[src/rtl/pat_pkg.sv]
// ----------------------------------------------------------------------------
// PAT section parser package
// Result kinds, header field types and the result word shared by the parser
// modules.
// ----------------------------------------------------------------------------
package pat_pkg;

   // Kind of a result word.
   typedef enum logic [1:0] {
      KIND_PROGRAM   = 2'd0,
      KIND_NETWORK   = 2'd1,
      KIND_SECTION   = 2'd2,
      KIND_LEN_ERROR = 2'd3
   } pat_kind_type;

   // Width of the section length field and of the byte position counter.
   localparam int unsigned LEN_W = 12;

   // Byte positions of the header fields, counted from the table id byte at zero.
   localparam logic [LEN_W-1:0] POS_LENGTH    = 12'd2;
   localparam logic [LEN_W-1:0] POS_STREAM_ID = 12'd4;
   localparam logic [LEN_W-1:0] POS_VERSION   = 12'd5;
   localparam logic [LEN_W-1:0] POS_SECTION   = 12'd6;
   localparam logic [LEN_W-1:0] POS_LAST_SECT = 12'd7;
   localparam logic [LEN_W-1:0] POS_LOOP      = 12'd8;

   // Shortest legal section length: header remainder plus CRC.
   localparam logic [LEN_W-1:0] MIN_SECTION_LENGTH = 12'd9;

   // One result word.
   typedef struct packed {
      pat_kind_type kind;
      logic [15:0]  prog_num;
      logic [12:0]  pid;
      logic [15:0]  stream_id;
      logic [4:0]   version;
      logic         current_next;
      logic [7:0]   section_index;
      logic [7:0]   last_section_index;
      logic [7:0]   table_kind;
      logic [31:0]  crc_value;
      logic         end_of_section;
   } pat_result_type;

endpackage

[src/rtl/pat_section_parser.sv]
// ----------------------------------------------------------------------------
// PAT section parser
// Parses an MPEG-TS program association table section one byte per word and
// emits program entries, network PIDs, a section end with the CRC, or a
// length error.
// ----------------------------------------------------------------------------
//   Channel | Direction | Word
//   req_    | in        | one section byte with its start flag
//   rsp_    | out       | one result: entry, network PID, section end, error
//
// One byte is taken in every cycle unless a byte waits in the input register.
// A byte sits in the input register, where the decoder works on it, and its
// result lands in the output register, which drives rsp_valid.
// A byte that gives a result waits in the input register while the output
// register is full and not being read; bytes without a result never wait.
// Reset clears the section state; the parser is idle until a start byte.
// ----------------------------------------------------------------------------
module pat_section_parser #(
   parameter int unsigned MAX_SECTION_LENGTH = 1021
) (
   input  logic        clock,
   input  logic        reset,
   input  logic        req_valid,
   output logic        req_ready,
   input  logic [7:0]  req_data_byte,
   input  logic        req_section_start,
   output logic        rsp_valid,
   input  logic        rsp_ready,
   output logic [1:0]  rsp_kind,
   output logic [15:0] rsp_prog_num,
   output logic [12:0] rsp_pid,
   output logic [15:0] rsp_stream_id,
   output logic [4:0]  rsp_version,
   output logic        rsp_current_next,
   output logic [7:0]  rsp_section_index,
   output logic [7:0]  rsp_last_section_index,
   output logic [7:0]  rsp_table_kind,
   output logic [31:0] rsp_crc_value,
   output logic        rsp_end_of_section
);
   import pat_pkg::*;

   logic           in_valid_ff;
   logic [7:0]     in_byte_ff;
   logic           in_start_ff;
   logic           has_result;
   logic           can_load;
   logic           step;
   pat_result_type result;
   pat_result_type out_word;

   // The byte in the input register moves on unless its result must wait.
   assign step      = in_valid_ff && (!has_result || can_load);
   assign req_ready = !in_valid_ff || step;

   // Input register.
   always_ff @(posedge clock) begin
      if (reset) begin
         in_valid_ff <= 1'b0;
      end else if (req_ready) begin
         in_valid_ff <= req_valid;
      end
   end

   always_ff @(posedge clock) begin
      if (req_valid && req_ready) begin
         in_byte_ff  <= req_data_byte;
         in_start_ff <= req_section_start;
      end
   end

   pat_decoder #(
      .MAX_SECTION_LENGTH(MAX_SECTION_LENGTH)
   ) u_decoder (
      .clock        (clock),
      .reset        (reset),
      .step         (step),
      .data_byte    (in_byte_ff),
      .section_start(in_start_ff),
      .has_result   (has_result),
      .result       (result)
   );

   pat_out_reg u_out_reg (
      .clock    (clock),
      .reset    (reset),
      .load     (step && has_result),
      .load_word(result),
      .can_load (can_load),
      .out_valid(rsp_valid),
      .out_ready(rsp_ready),
      .out_word (out_word)
   );

   // Result word onto the ports.
   assign rsp_kind               = out_word.kind;
   assign rsp_prog_num           = out_word.prog_num;
   assign rsp_pid                = out_word.pid;
   assign rsp_stream_id          = out_word.stream_id;
   assign rsp_version            = out_word.version;
   assign rsp_current_next       = out_word.current_next;
   assign rsp_section_index      = out_word.section_index;
   assign rsp_last_section_index = out_word.last_section_index;
   assign rsp_table_kind         = out_word.table_kind;
   assign rsp_crc_value          = out_word.crc_value;
   assign rsp_end_of_section     = out_word.end_of_section;

endmodule

[src/rtl/pat_decoder.sv]
// ----------------------------------------------------------------------------
// PAT byte decoder
// Holds the section state, decodes the byte in the input register and forms
// the result word it causes, if any. State moves on when step is high.
// ----------------------------------------------------------------------------
module pat_decoder #(
   parameter int unsigned MAX_SECTION_LENGTH = 1021
) (
   input  logic                   clock,
   input  logic                   reset,
   input  logic                   step,
   input  logic [7:0]             data_byte,
   input  logic                   section_start,
   output logic                   has_result,
   output pat_pkg::pat_result_type result
);
   import pat_pkg::*;

   localparam logic [LEN_W-1:0] MAX_LEN = LEN_W'(MAX_SECTION_LENGTH);

   logic             active_ff, active_in;
   logic [LEN_W-1:0] position_ff, position_in;
   logic [LEN_W-1:0] length_ff, length_in;
   logic [23:0]      tail_ff, tail_in;
   logic [7:0]       tid_ff, tid_in;
   logic [15:0]      stream_id_ff, stream_id_in;
   logic [4:0]       version_ff, version_in;
   logic             cur_next_ff, cur_next_in;
   logic [7:0]       section_ff, section_in;
   logic [7:0]       last_sect_ff, last_sect_in;

   logic [LEN_W-1:0] new_length;
   logic             length_bad;
   logic             in_loop;
   logic             at_crc_end;

   // Length field as it stands after the second length byte.
   assign new_length = {tail_ff[3:0], data_byte};
   assign length_bad = (new_length < MIN_SECTION_LENGTH) || (new_length > MAX_LEN);

   // Loop entry ends on every fourth byte while the CRC has not begun.
   assign in_loop    = (position_ff >= POS_LOOP)
                       && ({1'b0, position_ff} + 13'd1 < {1'b0, length_ff});
   assign at_crc_end = ({1'b0, position_ff} == {1'b0, length_ff} + 13'd2);

   // Next state and result for the byte in the input register.
   always_comb begin
      active_in    = active_ff;
      position_in  = position_ff;
      length_in    = length_ff;
      tail_in      = tail_ff;
      tid_in       = tid_ff;
      stream_id_in = stream_id_ff;
      version_in   = version_ff;
      cur_next_in  = cur_next_ff;
      section_in   = section_ff;
      last_sect_in = last_sect_ff;
      has_result   = 1'b0;

      result                    = '0;
      result.kind               = KIND_PROGRAM;
      result.stream_id          = stream_id_ff;
      result.version            = version_ff;
      result.current_next       = cur_next_ff;
      result.section_index      = section_ff;
      result.last_section_index = last_sect_ff;
      result.table_kind         = tid_ff;

      if (section_start) begin
         tid_in      = data_byte;
         tail_in     = {16'd0, data_byte};
         position_in = LEN_W'(1);
         active_in   = 1'b1;
      end else if (active_ff) begin
         tail_in     = {tail_ff[15:0], data_byte};
         position_in = position_ff + LEN_W'(1);
         case (position_ff)
            POS_LENGTH: begin
               length_in = new_length;
               if (length_bad) begin
                  active_in                 = 1'b0;
                  has_result                = 1'b1;
                  result.kind               = KIND_LEN_ERROR;
                  result.stream_id          = '0;
                  result.version            = '0;
                  result.current_next       = 1'b0;
                  result.section_index      = '0;
                  result.last_section_index = '0;
                  result.end_of_section     = 1'b1;
               end
            end
            POS_STREAM_ID: stream_id_in = {tail_ff[7:0], data_byte};
            POS_VERSION: begin
               version_in  = data_byte[5:1];
               cur_next_in = data_byte[0];
            end
            POS_SECTION:   section_in   = data_byte;
            POS_LAST_SECT: last_sect_in = data_byte;
            default: begin
               if (position_ff >= POS_LOOP) begin
                  if (in_loop) begin
                     if (position_ff[1:0] == 2'd3) begin
                        has_result = 1'b1;
                        result.pid = {tail_ff[4:0], data_byte};
                        if (tail_ff[23:8] == 16'd0) begin
                           result.kind = KIND_NETWORK;
                        end else begin
                           result.kind     = KIND_PROGRAM;
                           result.prog_num = tail_ff[23:8];
                        end
                     end
                  end else if (at_crc_end) begin
                     active_in             = 1'b0;
                     has_result            = 1'b1;
                     result.kind           = KIND_SECTION;
                     result.crc_value      = {tail_ff, data_byte};
                     result.end_of_section = 1'b1;
                  end
               end
            end
         endcase
      end
   end

   // Section state.
   always_ff @(posedge clock) begin
      if (reset) begin
         active_ff    <= 1'b0;
         position_ff  <= '0;
         length_ff    <= '0;
         tail_ff      <= '0;
         tid_ff       <= '0;
         stream_id_ff <= '0;
         version_ff   <= '0;
         cur_next_ff  <= 1'b0;
         section_ff   <= '0;
         last_sect_ff <= '0;
      end else if (step) begin
         active_ff    <= active_in;
         position_ff  <= position_in;
         length_ff    <= length_in;
         tail_ff      <= tail_in;
         tid_ff       <= tid_in;
         stream_id_ff <= stream_id_in;
         version_ff   <= version_in;
         cur_next_ff  <= cur_next_in;
         section_ff   <= section_in;
         last_sect_ff <= last_sect_in;
      end
   end

endmodule

[src/rtl/pat_out_reg.sv]
// ----------------------------------------------------------------------------
// PAT result register
// Holds one result word until the downstream side takes it, and reports
// whether a new word can be loaded in this cycle.
// ----------------------------------------------------------------------------
module pat_out_reg (
   input  logic                   clock,
   input  logic                   reset,
   input  logic                   load,
   input  pat_pkg::pat_result_type load_word,
   output logic                   can_load,
   output logic                   out_valid,
   input  logic                   out_ready,
   output pat_pkg::pat_result_type out_word
);
   import pat_pkg::*;

   logic           valid_ff;
   pat_result_type word_ff;

   // The slot is free when empty or being emptied in this cycle.
   assign can_load  = !valid_ff || out_ready;
   assign out_valid = valid_ff;
   assign out_word  = word_ff;

   always_ff @(posedge clock) begin
      if (reset) begin
         valid_ff <= 1'b0;
      end else if (can_load) begin
         valid_ff <= load;
      end
   end

   always_ff @(posedge clock) begin
      if (load && can_load) begin
         word_ff <= load_word;
      end
   end

endmodule
[config.mk]
export PLATFORM = sky130hd
export DESIGN_NAME = pat_section_parser
export DESIGN_NICKNAME = d
export VERILOG_FILES = /design/src/rtl/pat_pkg.sv /design/src/rtl/pat_section_parser.sv /design/src/rtl/pat_decoder.sv /design/src/rtl/pat_out_reg.sv
export SDC_FILE = /design/constraint.sdc
export NUM_CORES = 1
export LEC_CHECK = 0
export BUFFER_PORTS_ARGS = -buffer_cell sky130_fd_sc_hd__buf_4
export CAP_MARGIN = 30
export CORE_ASPECT_RATIO = 2
export CORE_UTILIZATION = 57
export CTS_CLUSTER_DIAMETER = 120
export DETAILED_ROUTE_END_ITERATION = 7
export PLACE_DENSITY_LB_ADDON = 0.12
export SLEW_MARGIN = 20
export SYNTH_ARGS = -nofsm -noshare
export SYNTH_HDL_FRONTEND = slang
export SYNTH_HIERARCHICAL = 1
export SYNTH_SLANG_ARGS = --single-unit
[constraint.sdc]
create_clock -name clock -period 6.4 [get_ports clock]
set_clock_uncertainty 0.2 [all_clocks]
set_input_delay 0.64 -clock clock [delete_from_list [all_inputs] [get_ports clock]]
set_output_delay 0.64 -clock clock [all_outputs]
set_load 0.02 [all_outputs]
==> run metrics, run 1 <==
row count=65; Die Wd=approximately 91 um; ys async rst share=0; Post-CTS Setup Inserts=0; drt drc=0; share of the synthesized area in the top cell type=0.393; layout cell share with drive strength beyond 1=0.216; synth warn=6; DRT iter0 DRCs=between 400 and 500; maxcap violations=0; period utilisation layout=0.902; CP Capture Type=register; die extent in y=181 um; leakage power=0.00426 uW; Hold-fix buffers, CTS=0; Syn Area/Cell=10.8 um2; Hold Crit Class=in -> reg; area leader, netlist=edfxtp_1; CP Class=reg -> reg; Syn Nets=about 870; Startpoint Class=register; TritonCTS buffer count=20; worst setup margin=between 600 and 700 ps; Fillers=1180; first drt pass iteration count=5; XOR/XNOR Fraction of Synth Area=0.0231; H-tree depth=1; ranking of synthesized cells by area=edfxtp_1, dfxtp_1, nand2_1; WL/cell=18.5 um; CTS Sinks=216; Synth Area in Adders=0.0247; clk slew on worst S/H paths=roughly 70 ps; Die ar.=16500 um2; most common cell in the netlist=edfxtp_1; Placement Setup Slack=approximately 630 ps; peak supply drop=between 200 and 250 uV; cells after synthesis=between 800 and 900; Tmin final=5770 ps; data required time at the worst endpoint=6630 ps; vias per cell=about 5.6; Final HPWL DP=14500 um; Clock Latency Late Sink=approximately 500 ps; setup TNS=0 ps; nets=approximately 970; R2R Path End=u_decoder/stream_id_ff[2]; GRT Util Overall=0.260; Synth Register Bits=216; CP Capture Point=u_decoder/stream_id_ff[2]; main combinational cell family by area after synthesis=simple AND/OR/NAND/NOR gates; FMAX=173 MHz; IO buf count=~120; crit-path max FO=34; Post-Route WL=about 21000 um; Commonest cells post-synth=edfxtp_1, nand2_1, dfxtp_1, a21oi_1, and2_1; CP startpoint=u_decoder/position_ff[3]; Finish-stage setup viols=0; RSZ-0062 raised after global routing=no; total congestion overflow=0; Seq/Total Area, Yosys=0.606; CTS tree=built; post-synth design cell area=between 9000 and 10000 um2; antenna violations before repair=0; status=completed; first-pass GRT wire length=33400 um; antenna cells=0; total core area=~16000 um2; Clock Tree Root=clkbuf_16; mux cell area share after synthesis=0.0132; Post-DRT Antenna Nets=0; GP Congestion=just over 0.9; post-synthesis compound-gate area fraction=0.0791; pin count of the biggest net entering global routing=98; Initial Util=0.580; final number of hold-violating endpoints=0; Post-synth EDFFs=~120; Synth Area in Simple Gates=0.201; worst reg2reg path startpoint=u_decoder/position_ff[3]; Reg2Reg Depth=19; Final Slew Violations=0; clk buf depth=3; Yosys cell types=62; most common flop cell mapped by yosys=edfxtp_1; Area Overhead vs Synth=18.0%; PD cells=~250 nW/um2; DR vias=6483; overall power=roughly 2700 uW; post-CTS sizing=0; Tightest Pin Transition=around 660 ps; setup slack, reg-to-reg=630 ps; # IOs=roughly 130; vias in the first global route=approximately 6400; Slew HR=0.561; Arr. time, crit path=6000 ps
how the worst min path moves through the flow:
stage | startpoint | to | slack (ps) | depth (start not counted)
2_1_floorplan | u_decoder/tid_ff[0] | u_out_reg/out_word[33] | 210 | 0
3_3_place_gp | u_decoder/tid_ff[0] | u_out_reg/out_word[33] | 210 | 0
3_5_place_dp | u_decoder/tid_ff[4] | u_out_reg/out_word[37] | 220 | 0
4_1_cts | req_data_byte[1] | in_byte_ff[1] | 120 | 1
5_1_grt | req_data_byte[5] | in_byte_ff[5] | 130 | 1
6_report | req_data_byte[1] | in_byte_ff[1] | 130 | 1
routing by layer:
| layer | wire (um) | track usage | share of wire |
|---|---|---|---|
| met1 | 7780 | 0.282 | 0.37 |
| met2 | 11700 | 0.492 | 0.55 |
| met3 | 989 | 0.0332 | 0.046 |
| met4 | 842 | 0.121 | 0.040 |
| met5 | 0 | 0 | 0 |
logic make-up after synthesis:
group / Yosys count
simple gates: 345
flops: 216
compound gates: 116
buf+inv: 109
xor+xnor: 24
fa+ha+maj: 18
mux: 12
sequential cells by signal, indices dropped and copies added, names as in the netlist, 5 cells and up:
name	count
in_byte_ff	8
u_decoder/last_sect_ff	8
u_decoder/length_ff	12
u_decoder/position_ff	12
u_decoder/section_ff	8
u_decoder/stream_id_ff	16
u_decoder/tail_ff	24
u_decoder/tid_ff	8
u_decoder/version_ff	5
u_out_reg/out_word	110
critical path: stages, from the launching register on:
cell,delay (ps)
dfxtp_1,560
and4_2,340
and4_1,250
nand3_1,110
xnor2_1,230
ha_1,290
a211oi_1,210
o21ai_0,110
a311oi_1,300
and3_1,280
nand4b_4,440
a32oi_1,280
a21boi_0,230
buf_4,220
and2_1,140
buf_4,300
and3_1,330
and2_1,590
nand2_1,110
a21oi_1,200
where the power goes:
group / switching, uW / internal (uW) / total [uW] / leakage, uW
clock: 504 / 682 / 1190 / 0.000314
sequential: 28.8 / 1460 / 1490 / 0.00213
combinational: 39.8 / 19.5 / 59.3 / 0.00182
total: 572 / 2160 / 2730 / 0.00426
cell usage in the layout (no fill, tap or decap), types with 3 or more instances in the layout:
master     netlist  layout
a21oi_1         59      59
a22oi_1         26      26
and2_1          52      52
and2_2           9       9
and2_4          12      12
and3_1           6       6
and4_1           3       3
buf_4            3     128
clkbuf_16        0      20
dfxtp_1         97      97
edfxtp_1       119     119
ha_1            18      18
inv_1           50      50
mux2i_1         12      12
nand2_1        116     116
nand2b_1         4       4
nand3_1         23      23
nand4_1          7       7
nor2_1          46      46
nor2b_1          3       3
nor3_1          36      36
nor3_2           4       4
nor4_1           8       8
o21ai_0          8       8
xnor2_1         21      21
xor2_1           3       3
stage by stage:
step | instance area, um2 | instances | util | hold WS [ps]
floorplan | 9100 | 840 | - | 208
CTS | 10700 | 1146 | 0.682 | 122
global route | 10700 | 1149 | 0.684 | 127
detailed placement | 10000 | 1111 | 0.640 | 216
finish | 10700 | 1149 | 0.684 | 130
global placement | 10000 | 1111 | 0.640 | 214
final cells by class:
class	instances	area, um2	share of cell area
timing repair buffer	132	1020	0.0950
inverter	50	188	0.0175
tap	201	251	0.0234
sequential	216	5520	0.514
clock inverter	11	123	0.0114
multi-input combinational	515	3100	0.289
clock buffer	24	536	0.0499
(Power assumes the default switching activity.)
==> run 2, diff against run 1 <==
--- a/config.mk
+++ b/config.mk
@@ -9,6 +9,7 @@
 export CAP_MARGIN = 30
 export CORE_ASPECT_RATIO = 2
 export CORE_UTILIZATION = 57
+export CTS_BUF_LIST = sky130_fd_sc_hd__clkbuf_8 sky130_fd_sc_hd__clkbuf_16
 export CTS_CLUSTER_DIAMETER = 120
 export DETAILED_ROUTE_END_ITERATION = 7
 export PLACE_DENSITY_LB_ADDON = 0.12
==> run 2 against run 1 <==
  * Wire length is 0.26% higher
  * Critical path depth stayed put
  * Final area stayed put
  * Total power hardly changed
  * Die area stayed put
  * Global-route usage stayed put
  * First-iteration DRC count is 1.2% higher
  * Utilization stayed put
  * Sequential cell count stayed put
  * Hold slack worse by 1.6 ps
  * Largest power group unchanged
==> run metrics, run 2 (synthesized netlist as in run 1, its figures left out) <==
vias per cell=about 5.7; overall power=2730 uW; CP Class=reg -> reg; PD cells=~250 nW/um2; layout cell share with drive strength beyond 1=0.216; final number of hold-violating endpoints=0; Largest register FFs=110; Post-DRT Antenna Nets=0; TritonCTS buffer count=20; Tightest Pin Transition=670 ps; # IOs=between 100 and 150; Post-CTS Setup Inserts=0; crit-path max FO=34; nets=slightly below 1000; Slew HR=0.553; GP Congestion=0.908; maxcap violations=0; period utilisation layout=0.899; antenna cells=0; DR vias=6507; setup TNS=0 ps; post-CTS sizing=0; Hold-fix buffers, CTS=0; first-pass GRT wire length=about 33000 um; hold_ws=about 130 ps; pin count of the biggest net entering global routing=98; most common cell after layout, fill and taps aside=buf_4; total core area=between 15000 and 20000 um2; met3 GRT Util=0.0332; GRT Util Overall=0.260; worst reg2reg path startpoint=u_decoder/position_ff[3]; H-tree depth=1; WL/cell=between 15 and 20 um; Hold Crit Class=in -> reg; DRT iter0 DRCs=410; placed instance area=approximately 10000 um2; die extent in y=~180 um; Hold Crit Start=req_data_byte[1]; Clock Tree Root=clkbuf_16; antenna violations before repair=0; total congestion overflow=0; peak supply drop=between 200 and 250 uV; Final HPWL DP=~14000 um; row count=65; leakage power=approximately 0.0043 uW; Initial Util=0.580; CTS Sinks=216; FMAX=about 170 MHz; GR Layer Usage met2=0.492; drt drc=0; CP Capture Type=register; final instance area=between 10000 and 15000 um2; vias in the first global route=approximately 6400; first drt pass iteration count=5; fin util=0.684; Clock Latency Late Sink=about 500 ps; most frequent cells in the layout=buf_4, edfxtp_1, nand2_1; grt met1 use=0.282; Startpoint Class=register; Die ar.=between 15000 and 20000 um2; CTS tree=built; busiest layer in global routing=met2; CP startpoint=u_decoder/position_ff[3]; Tmin final=5760 ps; Die Wd=~91 um; Post-Route WL=around 21000 um; clk buf depth=3; Finish-stage setup viols=0; clk slew on worst S/H paths=around 70 ps; IO buf count=124; Area Overhead vs Synth=18.0%; RSZ-0062 raised after global routing=no; status=completed; data required time at the worst endpoint=around 6600 ps; Final Slew Violations=0; Arr. time, crit path=~6000 ps
## run 2: final cells by class
| type | count | area (um2) |
|---|---|---|
| well taps | 201 | 251 |
| clock buffers | 22 | 528 |
| clock inverters | 13 | 130 |
| inverters | 50 | 188 |
| flip-flops and latches | 216 | 5520 |
| repair buffers | 132 | 1020 |
| multi-input cells | 515 | 3100 |
| fillers | 1180 | 4960 |
## run 2: worst paths after layout
| check | to | slack [ps] | depth (start not counted) |
|---|---|---|---|
| max | u_decoder/stream_id_ff[2] | 640 | 19 |
| min reg2reg | u_out_reg/out_word[37] | 230 | 0 |
| max reg2reg | u_decoder/stream_id_ff[2] | 640 | 19 |
| min | in_byte_ff[1] | 130 | 1 |
## run 2: layer usage
metal | wire [um] | part of all wire
met1 | 7720 | 0.36
met2 | 11800 | 0.55
met3 | 1040 | 0.049
met4 | 813 | 0.038
met5 | 0 | 0
## run 2: critical path, cell delays in order (launching register included)
cell and delay [ps]:
dfxtp_1 550, and4_2 340, and4_1 240, nand3_1 110, xnor2_1 230, ha_1 290
a211oi_1 210, o21ai_0 110, a311oi_1 300, and3_1 270, nand4b_4 440, a32oi_1 280
a21boi_0 230, buf_4 220, and2_1 140, buf_4 300, and3_1 330, and2_1 590
nand2_1 110, a21oi_1 200
## run 2: metrics by stage
stage / std cells / setup slack, ps
2_1_floorplan: 840 / 1920
3_3_place_gp: 1111 / 778
3_5_place_dp: 1111 / 626
4_1_cts: 1146 / 535
5_1_grt: 1149 / 114
6_report: 1149 / 644
## run 2: report_power, final
| part | total [uW] | switching (uW) | internal, uW |
|---|---|---|---|
| combinational | 59.4 | 39.8 | 19.5 |
| clock | 1180 | 504 | 679 |
| sequential | 1490 | 28.9 | 1460 |
